==> src/rmsu_pkg.sv <==
// ----------------------------------------------------------------------------
// rmsu_pkg
// Types, constants and control store for the reward-modulated synapse
// update unit.
// ----------------------------------------------------------------------------
package rmsu_pkg;

    localparam logic [22:0]        ACTION_POTENTIAL = 23'd65536;
    localparam logic [16:0]        ONE_Q16          = 17'd65536;
    localparam logic signed [24:0] DEAD_BAND        = 25'sd65;
    localparam logic [16:0]        ELIG_THRESHOLD   = 17'd3276;
    localparam logic [16:0]        PATH_THRESHOLD   = 17'd655;
    localparam logic signed [33:0] S24_MAX          = 34'sd8388607;
    localparam logic signed [33:0] S24_MIN          = -34'sd8388608;

    localparam int unsigned CFG_W = 24;
    localparam int unsigned PC_W  = 4;

    typedef enum logic [2:0] {
        KIND_STIMULATE   = 3'd0,
        KIND_TICK        = 3'd1,
        KIND_REWARD      = 3'd2,
        KIND_DOPAMINE    = 3'd3,
        KIND_SCALE_ELIG  = 3'd4,
        KIND_WRITE_STR   = 3'd5,
        KIND_CLEAR       = 3'd6
    } kind_t;

    typedef enum logic [2:0] {
        REG_ELIG_DECAY = 3'd0,
        REG_ACT_DECAY  = 3'd1,
        REG_REST       = 3'd2,
        REG_LEAK       = 3'd3,
        REG_HEBB       = 3'd4,
        REG_PING       = 3'd5,
        REG_MAX        = 3'd6,
        REG_GAIN       = 3'd7
    } cfg_idx_t;

    typedef struct packed {
        logic [16:0]        elig_decay;
        logic [16:0]        activation_decay;
        logic signed [23:0] rest_level;
        logic [15:0]        leak_step;
        logic [15:0]        hebb_step;
        logic [15:0]        pre_step;
        logic [22:0]        strength_cap;
        logic [19:0]        da_gain;
    } cfg_t;

    typedef struct packed {
        logic [2:0]         kind;
        logic               pre_fired;
        logic               post_fired;
        logic signed [23:0] amount;
        logic [16:0]        factor;
    } in_t;

    typedef struct packed {
        logic signed [23:0] signal;
        logic               signal_valid;
        logic signed [23:0] strength_out;
        logic [16:0]        eligibility_out;
        logic [16:0]        activation_out;
        logic               path_active;
    } out_t;

    typedef enum logic [2:0] {
        MA_WEIGHT = 3'd0,
        MA_ELIG   = 3'd1,
        MA_ACT    = 3'd2,
        MA_AMOUNT = 3'd3,
        MA_PROD   = 3'd4
    } mul_a_t;

    typedef enum logic [2:0] {
        MB_AP     = 3'd0,
        MB_EDECAY = 3'd1,
        MB_ADECAY = 3'd2,
        MB_ELIG   = 3'd3,
        MB_ACT    = 3'd4,
        MB_GAIN   = 3'd5,
        MB_FACTOR = 3'd6
    } mul_b_t;

    typedef enum logic [1:0] {
        TR_KEEP = 2'd0,
        TR_ONE  = 2'd1,
        TR_ZERO = 2'd2,
        TR_PROD = 2'd3
    } tr_op_t;

    typedef enum logic [2:0] {
        W_KEEP  = 3'd0,
        W_LOAD  = 3'd1,
        W_LEAK  = 3'd2,
        W_BOOST = 3'd3,
        W_ACC   = 3'd4
    } w_op_t;

    typedef struct packed {
        logic             mul_en;
        mul_a_t           mul_a;
        mul_b_t           mul_b;
        tr_op_t           elig_op;
        tr_op_t           act_op;
        w_op_t            w_op;
        logic             sig_en;
        logic             last;
        logic [PC_W-1:0]  next_pc;
    } ctrl_t;

    localparam logic [PC_W-1:0] UA_STIM  = 4'd0;
    localparam logic [PC_W-1:0] UA_TICK  = 4'd2;
    localparam logic [PC_W-1:0] UA_REW   = 4'd5;
    localparam logic [PC_W-1:0] UA_DOP   = 4'd7;
    localparam logic [PC_W-1:0] UA_SCALE = 4'd10;
    localparam logic [PC_W-1:0] UA_WRS   = 4'd12;
    localparam logic [PC_W-1:0] UA_CLR   = 4'd13;
    localparam logic [PC_W-1:0] UA_NOP   = 4'd14;

    function automatic ctrl_t uword(input logic mul_en, input mul_a_t ma, input mul_b_t mb,
                                    input tr_op_t eop, input tr_op_t aop, input w_op_t wop,
                                    input logic sig, input logic last,
                                    input logic [PC_W-1:0] nxt);
        ctrl_t c;
        c.mul_en  = mul_en;
        c.mul_a   = ma;
        c.mul_b   = mb;
        c.elig_op = eop;
        c.act_op  = aop;
        c.w_op    = wop;
        c.sig_en  = sig;
        c.last    = last;
        c.next_pc = nxt;
        return c;
    endfunction

    // dispatch: first microinstruction for each kind
    function automatic logic [PC_W-1:0] entry(input logic [2:0] kind);
        logic [PC_W-1:0] a;
        unique case (kind)
            KIND_STIMULATE:  a = UA_STIM;
            KIND_TICK:       a = UA_TICK;
            KIND_REWARD:     a = UA_REW;
            KIND_DOPAMINE:   a = UA_DOP;
            KIND_SCALE_ELIG: a = UA_SCALE;
            KIND_WRITE_STR:  a = UA_WRS;
            KIND_CLEAR:      a = UA_CLR;
            default:         a = UA_NOP;
        endcase
        return a;
    endfunction

    // control store
    function automatic ctrl_t ucode(input logic [PC_W-1:0] pc);
        ctrl_t c;
        unique case (pc)
            4'd0:  c = uword(1'b1, MA_WEIGHT, MB_AP, TR_KEEP, TR_KEEP, W_KEEP,
                             1'b0, 1'b0, 4'd1);
            4'd1:  c = uword(1'b0, MA_WEIGHT, MB_AP, TR_ONE, TR_ONE, W_KEEP,
                             1'b1, 1'b1, 4'd0);
            4'd2:  c = uword(1'b1, MA_ELIG, MB_EDECAY, TR_KEEP, TR_KEEP, W_KEEP,
                             1'b0, 1'b0, 4'd3);
            4'd3:  c = uword(1'b1, MA_ACT, MB_ADECAY, TR_PROD, TR_KEEP, W_LEAK,
                             1'b0, 1'b0, 4'd4);
            4'd4:  c = uword(1'b0, MA_WEIGHT, MB_AP, TR_KEEP, TR_PROD, W_BOOST,
                             1'b0, 1'b1, 4'd0);
            4'd5:  c = uword(1'b1, MA_AMOUNT, MB_ELIG, TR_KEEP, TR_KEEP, W_KEEP,
                             1'b0, 1'b0, 4'd6);
            4'd6:  c = uword(1'b0, MA_WEIGHT, MB_AP, TR_KEEP, TR_KEEP, W_ACC,
                             1'b0, 1'b1, 4'd0);
            4'd7:  c = uword(1'b1, MA_AMOUNT, MB_ACT, TR_KEEP, TR_KEEP, W_KEEP,
                             1'b0, 1'b0, 4'd8);
            4'd8:  c = uword(1'b1, MA_PROD, MB_GAIN, TR_KEEP, TR_KEEP, W_KEEP,
                             1'b0, 1'b0, 4'd9);
            4'd9:  c = uword(1'b0, MA_WEIGHT, MB_AP, TR_KEEP, TR_KEEP, W_ACC,
                             1'b0, 1'b1, 4'd0);
            4'd10: c = uword(1'b1, MA_ELIG, MB_FACTOR, TR_KEEP, TR_KEEP, W_KEEP,
                             1'b0, 1'b0, 4'd11);
            4'd11: c = uword(1'b0, MA_WEIGHT, MB_AP, TR_PROD, TR_KEEP, W_KEEP,
                             1'b0, 1'b1, 4'd0);
            4'd12: c = uword(1'b0, MA_WEIGHT, MB_AP, TR_KEEP, TR_KEEP, W_LOAD,
                             1'b0, 1'b1, 4'd0);
            4'd13: c = uword(1'b0, MA_WEIGHT, MB_AP, TR_ZERO, TR_ZERO, W_KEEP,
                             1'b0, 1'b1, 4'd0);
            default: c = uword(1'b0, MA_WEIGHT, MB_AP, TR_KEEP, TR_KEEP, W_KEEP,
                               1'b0, 1'b1, 4'd0);
        endcase
        return c;
    endfunction

    function automatic logic signed [23:0] clamp_strength(input logic signed [34:0] x,
                                                          input logic [22:0] m);
        logic signed [34:0] hi;
        logic signed [34:0] lo;
        logic signed [34:0] r;
        hi = $signed({12'b0, m});
        lo = -hi;
        r  = x;
        if (x > hi) begin
            r = hi;
        end else if (x < lo) begin
            r = lo;
        end
        return r[23:0];
    endfunction

endpackage

==> src/reward_modulated_synapse_update_unit.sv <==
// ----------------------------------------------------------------------------
// reward_modulated_synapse_update_unit
// One plastic synapse in fixed point, run by a microcoded sequencer.
// ----------------------------------------------------------------------------
// Each accepted item runs a short microprogram on one shared 25x25 multiplier
// with a registered product. Tick and dopamine have the longest programs;
// write strength, clear traces and the unused kind have the shortest.
// The multiplier register sets the program lengths: every product needs one
// step to form and one to be written back. The next item is taken in the
// cycle its predecessor's last step completes. Results wait in an output
// register; the last step of an item holds while that register is still full
// and not being taken.
// Configuration writes take effect at once and are meant for idle periods.
// ----------------------------------------------------------------------------
module reward_modulated_synapse_update_unit (
    input  logic                       aclk,
    input  logic                       aresetn,
    input  logic                       s_valid,
    output logic                       s_ready,
    input  rmsu_pkg::in_t              s_data,
    output logic                       m_valid,
    input  logic                       m_ready,
    output rmsu_pkg::out_t             m_data,
    input  logic                       cfg_we,
    input  logic [2:0]                 cfg_index,
    input  logic [rmsu_pkg::CFG_W-1:0] cfg_wdata
);

    rmsu_pkg::cfg_t   cfg_reg;
    rmsu_pkg::in_t    item_reg;
    rmsu_pkg::out_t   out_reg;
    rmsu_pkg::out_t   result;
    rmsu_pkg::ctrl_t  ctrl;

    logic                      busy_reg, busy_next;
    logic [rmsu_pkg::PC_W-1:0] pc_reg, pc_next;
    logic                      m_valid_reg, m_valid_next;
    logic                      out_free, fire, last_fire, s_xfer;

    assign ctrl      = rmsu_pkg::ucode(pc_reg);
    assign out_free  = !m_valid_reg || m_ready;
    assign fire      = busy_reg && (!ctrl.last || out_free);
    assign last_fire = fire && ctrl.last;
    assign s_ready   = !busy_reg || last_fire;
    assign s_xfer    = s_valid && s_ready;

    assign m_valid = m_valid_reg;
    assign m_data  = out_reg;

    always_comb begin
        busy_next = busy_reg;
        pc_next   = pc_reg;
        if (s_xfer) begin
            busy_next = 1'b1;
            pc_next   = rmsu_pkg::entry(s_data.kind);
        end else if (last_fire) begin
            busy_next = 1'b0;
        end else if (fire) begin
            pc_next = ctrl.next_pc;
        end
        m_valid_next = m_valid_reg;
        if (last_fire) begin
            m_valid_next = 1'b1;
        end else if (m_ready) begin
            m_valid_next = 1'b0;
        end
    end

    always_ff @(posedge aclk) begin
        if (!aresetn) begin
            busy_reg    <= 1'b0;
            pc_reg      <= '0;
            m_valid_reg <= 1'b0;
        end else begin
            busy_reg    <= busy_next;
            pc_reg      <= pc_next;
            m_valid_reg <= m_valid_next;
        end
    end

    always_ff @(posedge aclk) begin
        if (s_xfer) begin
            item_reg <= s_data;
        end
        if (last_fire) begin
            out_reg <= result;
        end
    end

    always_ff @(posedge aclk) begin
        if (!aresetn) begin
            cfg_reg.elig_decay       <= 17'd62259;
            cfg_reg.activation_decay <= 17'd58982;
            cfg_reg.rest_level       <= 24'sd32768;
            cfg_reg.leak_step        <= 16'd66;
            cfg_reg.hebb_step        <= 16'd3277;
            cfg_reg.pre_step         <= 16'd655;
            cfg_reg.strength_cap     <= 23'd131072;
            cfg_reg.da_gain          <= 20'd65536;
        end else if (cfg_we) begin
            unique case (cfg_index)
                rmsu_pkg::REG_ELIG_DECAY: cfg_reg.elig_decay       <= cfg_wdata[16:0];
                rmsu_pkg::REG_ACT_DECAY:  cfg_reg.activation_decay <= cfg_wdata[16:0];
                rmsu_pkg::REG_REST:       cfg_reg.rest_level       <= cfg_wdata[23:0];
                rmsu_pkg::REG_LEAK:       cfg_reg.leak_step        <= cfg_wdata[15:0];
                rmsu_pkg::REG_HEBB:       cfg_reg.hebb_step        <= cfg_wdata[15:0];
                rmsu_pkg::REG_PING:       cfg_reg.pre_step         <= cfg_wdata[15:0];
                rmsu_pkg::REG_MAX:        cfg_reg.strength_cap     <= cfg_wdata[22:0];
                rmsu_pkg::REG_GAIN:       cfg_reg.da_gain          <= cfg_wdata[19:0];
                default: ;
            endcase
        end
    end

    rmsu_datapath u_datapath (
        .aclk    (aclk),
        .aresetn (aresetn),
        .fire    (fire),
        .ctrl    (ctrl),
        .item    (item_reg),
        .cfg     (cfg_reg),
        .result  (result)
    );

endmodule

==> src/rmsu_datapath.sv <==
// ----------------------------------------------------------------------------
// rmsu_datapath
// Synapse state, shared multiplier with product register, and the
// write-back units driven by one control word per step.
// ----------------------------------------------------------------------------
module rmsu_datapath (
    input  logic            aclk,
    input  logic            aresetn,
    input  logic            fire,
    input  rmsu_pkg::ctrl_t ctrl,
    input  rmsu_pkg::in_t   item,
    input  rmsu_pkg::cfg_t  cfg,
    output rmsu_pkg::out_t  result
);

    logic signed [23:0] weight_reg, weight_next;
    logic [16:0]        elig_reg, elig_next;
    logic [16:0]        act_reg, act_next;
    logic signed [49:0] prod_reg, prod_next;

    logic signed [24:0] mul_a, mul_b;
    logic signed [33:0] prod_sh;
    logic [16:0]        prod_trace;
    logic signed [23:0] sig_sat;

    logic signed [24:0] w_ext, rest_ext, diff, leak_w;
    logic signed [34:0] acc_sum, boost_sum;
    logic               leak_on;

    assign prod_sh = prod_reg[49:16];

    always_comb begin
        unique case (ctrl.mul_a)
            rmsu_pkg::MA_WEIGHT: mul_a = {weight_reg[23], weight_reg};
            rmsu_pkg::MA_ELIG:   mul_a = {8'b0, elig_reg};
            rmsu_pkg::MA_ACT:    mul_a = {8'b0, act_reg};
            rmsu_pkg::MA_AMOUNT: mul_a = {item.amount[23], item.amount};
            rmsu_pkg::MA_PROD:   mul_a = {prod_sh[23], prod_sh[23:0]};
            default:             mul_a = '0;
        endcase
        unique case (ctrl.mul_b)
            rmsu_pkg::MB_AP:     mul_b = {2'b0, rmsu_pkg::ACTION_POTENTIAL};
            rmsu_pkg::MB_EDECAY: mul_b = {8'b0, cfg.elig_decay};
            rmsu_pkg::MB_ADECAY: mul_b = {8'b0, cfg.activation_decay};
            rmsu_pkg::MB_ELIG:   mul_b = {8'b0, elig_reg};
            rmsu_pkg::MB_ACT:    mul_b = {8'b0, act_reg};
            rmsu_pkg::MB_GAIN:   mul_b = {5'b0, cfg.da_gain};
            rmsu_pkg::MB_FACTOR: mul_b = {8'b0, item.factor};
            default:             mul_b = '0;
        endcase
    end

    assign prod_next = ctrl.mul_en ? mul_a * mul_b : prod_reg;

    // trace products are non-negative; saturate at 1.0
    assign prod_trace = (prod_sh > $signed({17'b0, rmsu_pkg::ONE_Q16})) ?
                        rmsu_pkg::ONE_Q16 : prod_sh[16:0];

    always_comb begin
        if (prod_sh > rmsu_pkg::S24_MAX) begin
            sig_sat = 24'sh7FFFFF;
        end else if (prod_sh < rmsu_pkg::S24_MIN) begin
            sig_sat = 24'sh800000;
        end else begin
            sig_sat = prod_sh[23:0];
        end
    end

    // leak toward rest without overshoot, outside the dead band
    assign w_ext    = {weight_reg[23], weight_reg};
    assign rest_ext = {cfg.rest_level[23], cfg.rest_level};
    assign diff     = w_ext - rest_ext;
    assign leak_on  = (diff > rmsu_pkg::DEAD_BAND) || (diff < -rmsu_pkg::DEAD_BAND);

    always_comb begin
        leak_w = w_ext;
        if (leak_on) begin
            if (w_ext > rest_ext) begin
                leak_w = w_ext - $signed({9'b0, cfg.leak_step});
                if (leak_w < rest_ext) begin
                    leak_w = rest_ext;
                end
            end else begin
                leak_w = w_ext + $signed({9'b0, cfg.leak_step});
                if (leak_w > rest_ext) begin
                    leak_w = rest_ext;
                end
            end
        end
    end

    assign acc_sum = {{11{weight_reg[23]}}, weight_reg} + {prod_sh[33], prod_sh};

    always_comb begin
        boost_sum = {{11{weight_reg[23]}}, weight_reg};
        if (item.post_fired && (elig_reg > rmsu_pkg::ELIG_THRESHOLD)) begin
            boost_sum = boost_sum + $signed({19'b0, cfg.hebb_step});
        end
        if (item.pre_fired) begin
            boost_sum = boost_sum + $signed({19'b0, cfg.pre_step});
        end
    end

    always_comb begin
        unique case (ctrl.w_op)
            rmsu_pkg::W_KEEP:  weight_next = weight_reg;
            rmsu_pkg::W_LOAD:  weight_next = item.amount;
            rmsu_pkg::W_LEAK:  weight_next = leak_w[23:0];
            rmsu_pkg::W_BOOST: weight_next = rmsu_pkg::clamp_strength(boost_sum,
                                                                      cfg.strength_cap);
            rmsu_pkg::W_ACC:   weight_next = rmsu_pkg::clamp_strength(acc_sum,
                                                                      cfg.strength_cap);
            default:           weight_next = weight_reg;
        endcase
        unique case (ctrl.elig_op)
            rmsu_pkg::TR_KEEP: elig_next = elig_reg;
            rmsu_pkg::TR_ONE:  elig_next = rmsu_pkg::ONE_Q16;
            rmsu_pkg::TR_ZERO: elig_next = '0;
            rmsu_pkg::TR_PROD: elig_next = prod_trace;
            default:           elig_next = elig_reg;
        endcase
        unique case (ctrl.act_op)
            rmsu_pkg::TR_KEEP: act_next = act_reg;
            rmsu_pkg::TR_ONE:  act_next = rmsu_pkg::ONE_Q16;
            rmsu_pkg::TR_ZERO: act_next = '0;
            rmsu_pkg::TR_PROD: act_next = prod_trace;
            default:           act_next = act_reg;
        endcase
    end

    always_comb begin
        result.signal          = ctrl.sig_en ? sig_sat : '0;
        result.signal_valid    = ctrl.sig_en;
        result.strength_out    = weight_next;
        result.eligibility_out = elig_next;
        result.activation_out  = act_next;
        result.path_active     = act_next > rmsu_pkg::PATH_THRESHOLD;
    end

    always_ff @(posedge aclk) begin
        if (!aresetn) begin
            weight_reg <= '0;
            elig_reg   <= '0;
            act_reg    <= '0;
        end else if (fire) begin
            weight_reg <= weight_next;
            elig_reg   <= elig_next;
            act_reg    <= act_next;
        end
    end

    always_ff @(posedge aclk) begin
        if (fire) begin
            prod_reg <= prod_next;
        end
    end

endmodule
==> config.mk <==
export PLATFORM = sky130hd
export DESIGN_NAME = reward_modulated_synapse_update_unit
export DESIGN_NICKNAME = d
export VERILOG_FILES = /design/src/rmsu_pkg.sv /design/src/reward_modulated_synapse_update_unit.sv /design/src/rmsu_datapath.sv
export SDC_FILE = /design/constraint.sdc
export NUM_CORES = 2
export LEC_CHECK = 0
export ABC_AREA = 0
export BUFFER_PORTS_ARGS = -buffer_cell sky130_fd_sc_hd__buf_2
export CORE_UTILIZATION = 55
export DETAILED_ROUTE_END_ITERATION = 10
export PLACE_DENSITY = 0.75
export SETUP_SLACK_MARGIN = 0.02
export SLEW_MARGIN = 20
export SYNTH_ARGS = -nofsm -noshare
export SYNTH_HDL_FRONTEND = slang
export SYNTH_SLANG_ARGS = --single-unit
==> constraint.sdc <==
create_clock -name aclk -period 9.4 [get_ports aclk]
set_clock_uncertainty 0.2 [all_clocks]
set_input_delay 1.88 -clock aclk [delete_from_list [all_inputs] [get_ports aclk]]
set_output_delay 1.88 -clock aclk [all_outputs]
set_load 0.02 [all_outputs]
# Word-level counts from Yosys, hierarchy flattened
# Memories as Yosys holds them, arrays and structs flattened. A register that Yosys moved wholly into a read port is not among the register bits.
# Index checks and enable logic that the tools add are counted.
# word_totals
elab_cells	143
mem_bits_ro	320
inputBits	78
register_bits	386
mem_count	1
# memory_table
memory	words	width	read_ports	rd_ports_with_merged_regs	wr	line_no	rtl
(name not given)	16	20	1	1	0	rmsu_pkg.sv:158	unique case (pc)
# classes
bitwise	1
n_reduce_logical	31
n_eq_ne	34
mux	28
add_sub_neg	7
order_cmp	14
n_mul	1
# ops
cell	n
two-way mux 24 bit	9
case mux 20 bit (7 select lines)	1
case mux 17 bit (4 select lines)	2
case mux 25 bit (5 select lines)	1
case mux 24 bit (4 select lines)	1
> comparator 35 x 24 -> 1 bit	2
less-than comparator 35 bit	2
two-way mux 35 bit	2
adder 24 x 17 -> 25 bit	2
multiplier 25 x 21 -> 46 bit	1
equality test 3 bit (second input constant)	12
adder 35 x 17 -> 35 bit	1
negation 23 -> 35 bit	1
adder 24 x 30 -> 31 bit	1
equality test 3 x 2 -> 1 bit (second input constant)	10
> comparator 30 x 18 -> 1 bit (second input constant)	1
> comparator 30 x 24 -> 1 bit (second input constant)	1
less-than comparator 30 x 24 -> 1 bit (second input constant)	1
case mux 4 bit (7 select lines)	1
> comparator 25 x 24 -> 1 bit	1
> comparator 25 x 8 -> 1 bit (second input constant)	1
less-than comparator 25 x 24 -> 1 bit	1
less-than comparator 25 x 8 -> 1 bit (second input constant)	1
subtractor 24 x 17 -> 25 bit	1
other kinds (21)	59

# Depth between registers and ports, before layout
# logic_depth
ltp_word	11
ltp_mapped	36

# Hierarchy
# A second synthesis with hierarchy kept.
# unflattened
cells_unflattened	5540
area_unflattened_um2	47334.1
# modules_own_cells
module	cells_each	instances	area_per_inst_um2
rmsu_datapath	4626	1	36820.3
reward_modulated_synapse_update_unit	914	1	10513.8

# Least setup slack after synthesis
# No wires, ideal clock.
# synth_timing
path_type	reg-to-reg
from	register, netlist name ctrl[13]
to	register, netlist name u_datapath.prod_reg[45]
n_path_buf	3
setup_ps	260
stages_incl_launch_ff	34
period_less_slack_ps	9048
path_slack_ps	352
arrival_ps	8588
cell_sequence	dfxtp_1 clkbuf_1 clkbuf_1 nor2b_1 a221oi_1 a21oi_1 clkbuf_1 nand2_1 fa_1 inv_1 fa_1 inv_1 fa_1 inv_1 fa_1 inv_1 fa_1 inv_1 fa_1 inv_1 fa_1 inv_1 ha_1 nand4_1 a221o_1 nor2b_1 a2111oi_0 o31a_1 o41ai_1 a31oi_1 o21ai_0 a21o_1 a21oi_1 xnor2_1
# synth_between
elab_chain_len	3
elab_cells_between_ends	9
# synth_lines
item	line_no	rtl
equality test 3 bit (tied with other cells)	rmsu_datapath.sv:41	unique case (ctrl.mul_b)
case mux 20 bit (7 select lines) (*)	rmsu_datapath.sv:41	
multiplier 25 x 21 -> 46 bit (*)	rmsu_datapath.sv:53	assign prod_next = ctrl.mul_en ? mul_a * mul_b : prod_reg;
# Every way passes the cells marked *; elsewhere a longest branch is shown, timed or not.
# A chain may end at the register's enable or synchronous reset.

# Worst setup path in the final report
# layout_timing
from	register, netlist name ctrl[13]
to	register, netlist name u_datapath.prod_reg[45]
# layout_between
elab_chain_len	3
elab_cells_between_ends	9
# layout_lines
item	line_no
equality test 3 bit (tied with other cells)	rmsu_datapath.sv:41
case mux 20 bit (7 select lines) (*)	rmsu_datapath.sv:41
multiplier 25 x 21 -> 46 bit (*)	rmsu_datapath.sv:53
# Marks and branches as above.

==> summary.md <==
| Metric | Value |
|---|---|
| Outcome | finished clean |
| GRT Total Usage | 41.4% |
| Relative slew slack | 23.3% |
| Worst-path maximum fanout | 10 |
| Max Slew Vio Count | 0 |
| Die height | 293 µm |
| R2R Path End | u_datapath.prod_reg[45] |
| Max reg flops | 149 |
| Drt wl/cell | 25.8 µm |
| Max-Cap Viols | 0 |
| Hold EP | cfg_reg[115] |
| First-pass GRT wire length | 265,000 µm |
| Critical Path Start Type | flop |
| CTS H-tree lvls | 2 |
| Routed vias/inst | 6.30 |
| Area growth, synth to finish | 9.71% |
| Crit-path leading delay family | adder cells |
| Routed wire length | 178,000 µm |
| RSZ-0062 raised after global routing | false |
| Area of the multi-input gates | 0.0335 mm² |
| FF-to-FF setup slack | 0.31 ns |
| # Post-CTS Setup Buffers | 0 |
| DR iter-0 viols | 5,755 |
| Least-Margin Pin Slew | 1.15 ns |
| Worst-path clk slew | 0.06 ns |
| Leading cell types in the layout, fill and taps excluded | 827 x nand2_1, 754 x inv_1, 505 x nor2_1, 501 x fa_1, 401 x ha_1 |
| CTS tree | done |
| Net count reported at finish | 6,719 |
| Worst Path Buf+Inv | 8 |
| TritonRoute pass-1 iters | 8 |
| Post-route clock period utilization | 96.7% |
| Global routing's busiest layer | met2 |
| Top_reg_cell synth | dfxtp_1 |
| # placed instances | 6,824 |
| Die X | 293 µm |
| Final setup fails | 0 |
| Distinct cell type count after synthesis | 98 |
| Post-Syn Area | 0.0466 mm² |
| Total grt overflow | 0 |
| Pwr Density | 183 mW/mm² |
| Minimum clock period after layout | 9.09 ns |
| Sequential share of the synthesized area | 20.1% |
| CP required | 9.55 ns |
| Commonest non-fill, non-tap cell in the layout | nand2_1 |
| DRC violation count after routing | 0 |
| Fillcell total | 7,473 |
| Arrival time at the worst endpoint | 9.23 ns |
| FMAX | 0.110 GHz |
| Clk_lat worst skew | 0.67 ns |
| Placeable Area | 0.0838 mm² |
| Met1 GRT Util | 55.8% |
| Cell Rows | 106 |
| Fraction of final layout cells with drive strength greater than 1 | 9.59% |
| Clk sink count | 389 |
| Initial Utilization | 55.6% |
| Hold path depth | 2 |
| EDFF count, synth | 157 |
| Vias in the first global route | 42,000 |
| Length in cells of the worst reg-to-reg path | 31 |
| Routed via count | 43,600 |
| Synthesized instance count | 5,601 |
| TritonCTS Buffers | 47 |
| CP max stage cell | a221o_1 |
| HP Start | cfg_reg[115] |
| Sequential cell area | 0.00936 mm² |
| FFs w/ async S/R, synth | 0% |
| Setup_tns | 0 ns |
| Worst vdd ir | 0.000166 V |
| M3 GR Usage | 10.8% |
| Reg-to-reg startpoint | ctrl[13] |
| Die area | 0.0859 mm² |
| Leakage | 23.0 nW |
| Kind of critical path | flop to flop |
| Post-synth net total | 6,581 |
| Root Buffer | clkbuf_16 |
| Crit. End Element | flop |
| Register bit total from synthesis | 389 |
| DP HPWL | 142,000 µm |
| Clock Path Buffers | 3 |
| I/O pin count | 164 |
| Final Wtd Congestion | 1.11 |
| CP most frequent cell | fa_1 |
| Final Non-Filler Cells | 6,915 |
| Final number of hold-violating endpoints | 0 |
| Delay of the slowest cell on the worst path | 0.61 ns |
| Min-Delay Path Class | flop to flop |
| Largest net degree at the start of global routing | 91 |
| Crit path launch | ctrl[13] |
| Antenna violations before repair | 17 |
| Input/output buffers | 163 |
| Post-route ant nets | 0 |
| Mapped Avg Cell Area | 8.32 µm² |
| Number of synthesis warnings | 0 |
| M2 GR Usage | 60.2% |
## stage by stage
| step | hold WS, ns | instance area (µm²) | utilization (%) | worst slack (ns) | total power [mW] |
|---|---|---|---|---|---|
| floorplan | 0.222 | 46600 | - | 0.352 | 5.47 |
| global placement | 0.241 | 49400 | 58.9 | 0.378 | 7.10 |
| detailed placement | 0.246 | 49400 | 58.9 | 0.121 | 7.20 |
| CTS | 0.255 | 51000 | 60.9 | 0.0722 | 9.16 |
| global route | 0.277 | 51100 | 61.0 | 0.0274 | 9.85 |
| finish | 0.257 | 51100 | 61.0 | 0.314 | 9.34 |
## area by class of cell
class / instances / area share (%)
diodes: 6 / 0.0294
clock buffers: 60 / 2.52
clock inverters: 25 / 0.668
inverters: 758 / 5.57
multi-input cells: 4180 / 65.5
flip-flops and latches: 389 / 18.3
well taps: 1134 / 2.77
repair buffers: 363 / 4.62
## worst min-delay path, delay by kind of cell, from the launching register on
family | cells | cell delay, ns
AOI/OAI and AO/OA | 1 | 0.05
and+or+nand+nor | 1 | 0.05
DFF | 1 | 0.31
## synth_stat cells, types with 81 or more instances
master,n,area share [%]
nand2_1,827,6.7
clkbuf_1,223,1.8
edfxtp_1,157,10
mux2i_1,81,1.7
ha_1,401,11
a21oi_1,399,4.3
inv_1,756,6.1
o21ai_0,169,1.8
dfxtp_1,232,10
fa_1,501,22
xnor2_1,119,2.2
nor2_1,514,4.1
nand3_1,96,1.0
## power by group
part           leakage, nW  switching, mW  internal [mW]
clock network        0.772          0.864           1.10
logic                 18.9           3.42           1.87
registers             3.37          0.156           1.94
## worst max-delay path by stage
stage               cells after the start                 endpoint
detailed placement                     33  u_datapath.prod_reg[45]
CTS                                    33  u_datapath.prod_reg[45]
finish                                 31  u_datapath.prod_reg[45]
floorplan                              33  u_datapath.prod_reg[45]
global route                           34  u_datapath.prod_reg[45]
global placement                       29  u_datapath.prod_reg[45]
## timing repair
action / in CTS / in global routing
setup endpoints to repair: 0 / 12
hold buffers: 0 / 0
gates resized for setup: 0 / 20
## layer usage
layer	share of wire (%)	vias up
li1	-	19100
met1	39	21000
met2	41	2836
met3	13	632
met4	6.7	18
met5	0.071	-
## logic make-up (layout without fill, tap and decap cells)
| kind of cell | count (synthesis) | after routing | share of synthesized area, % |
|---|---|---|---|
| AND/OR/NAND/NOR | 1826 | 1826 | 17.0 |
| adder cells (fa/ha/maj) | 902 | 902 | 32.3 |
| AO/OA/AOI/OAI | 1166 | 1166 | 16.4 |
| other | 0 | 6 | 0 |
| buffers and inverters | 1032 | 1206 | 8.45 |
| multiplexers | 114 | 114 | 2.56 |
| XOR/XNOR | 172 | 172 | 3.23 |
| flip-flops | 389 | 389 | 20.1 |
Note: power is estimated with default switching activity, not from simulation.
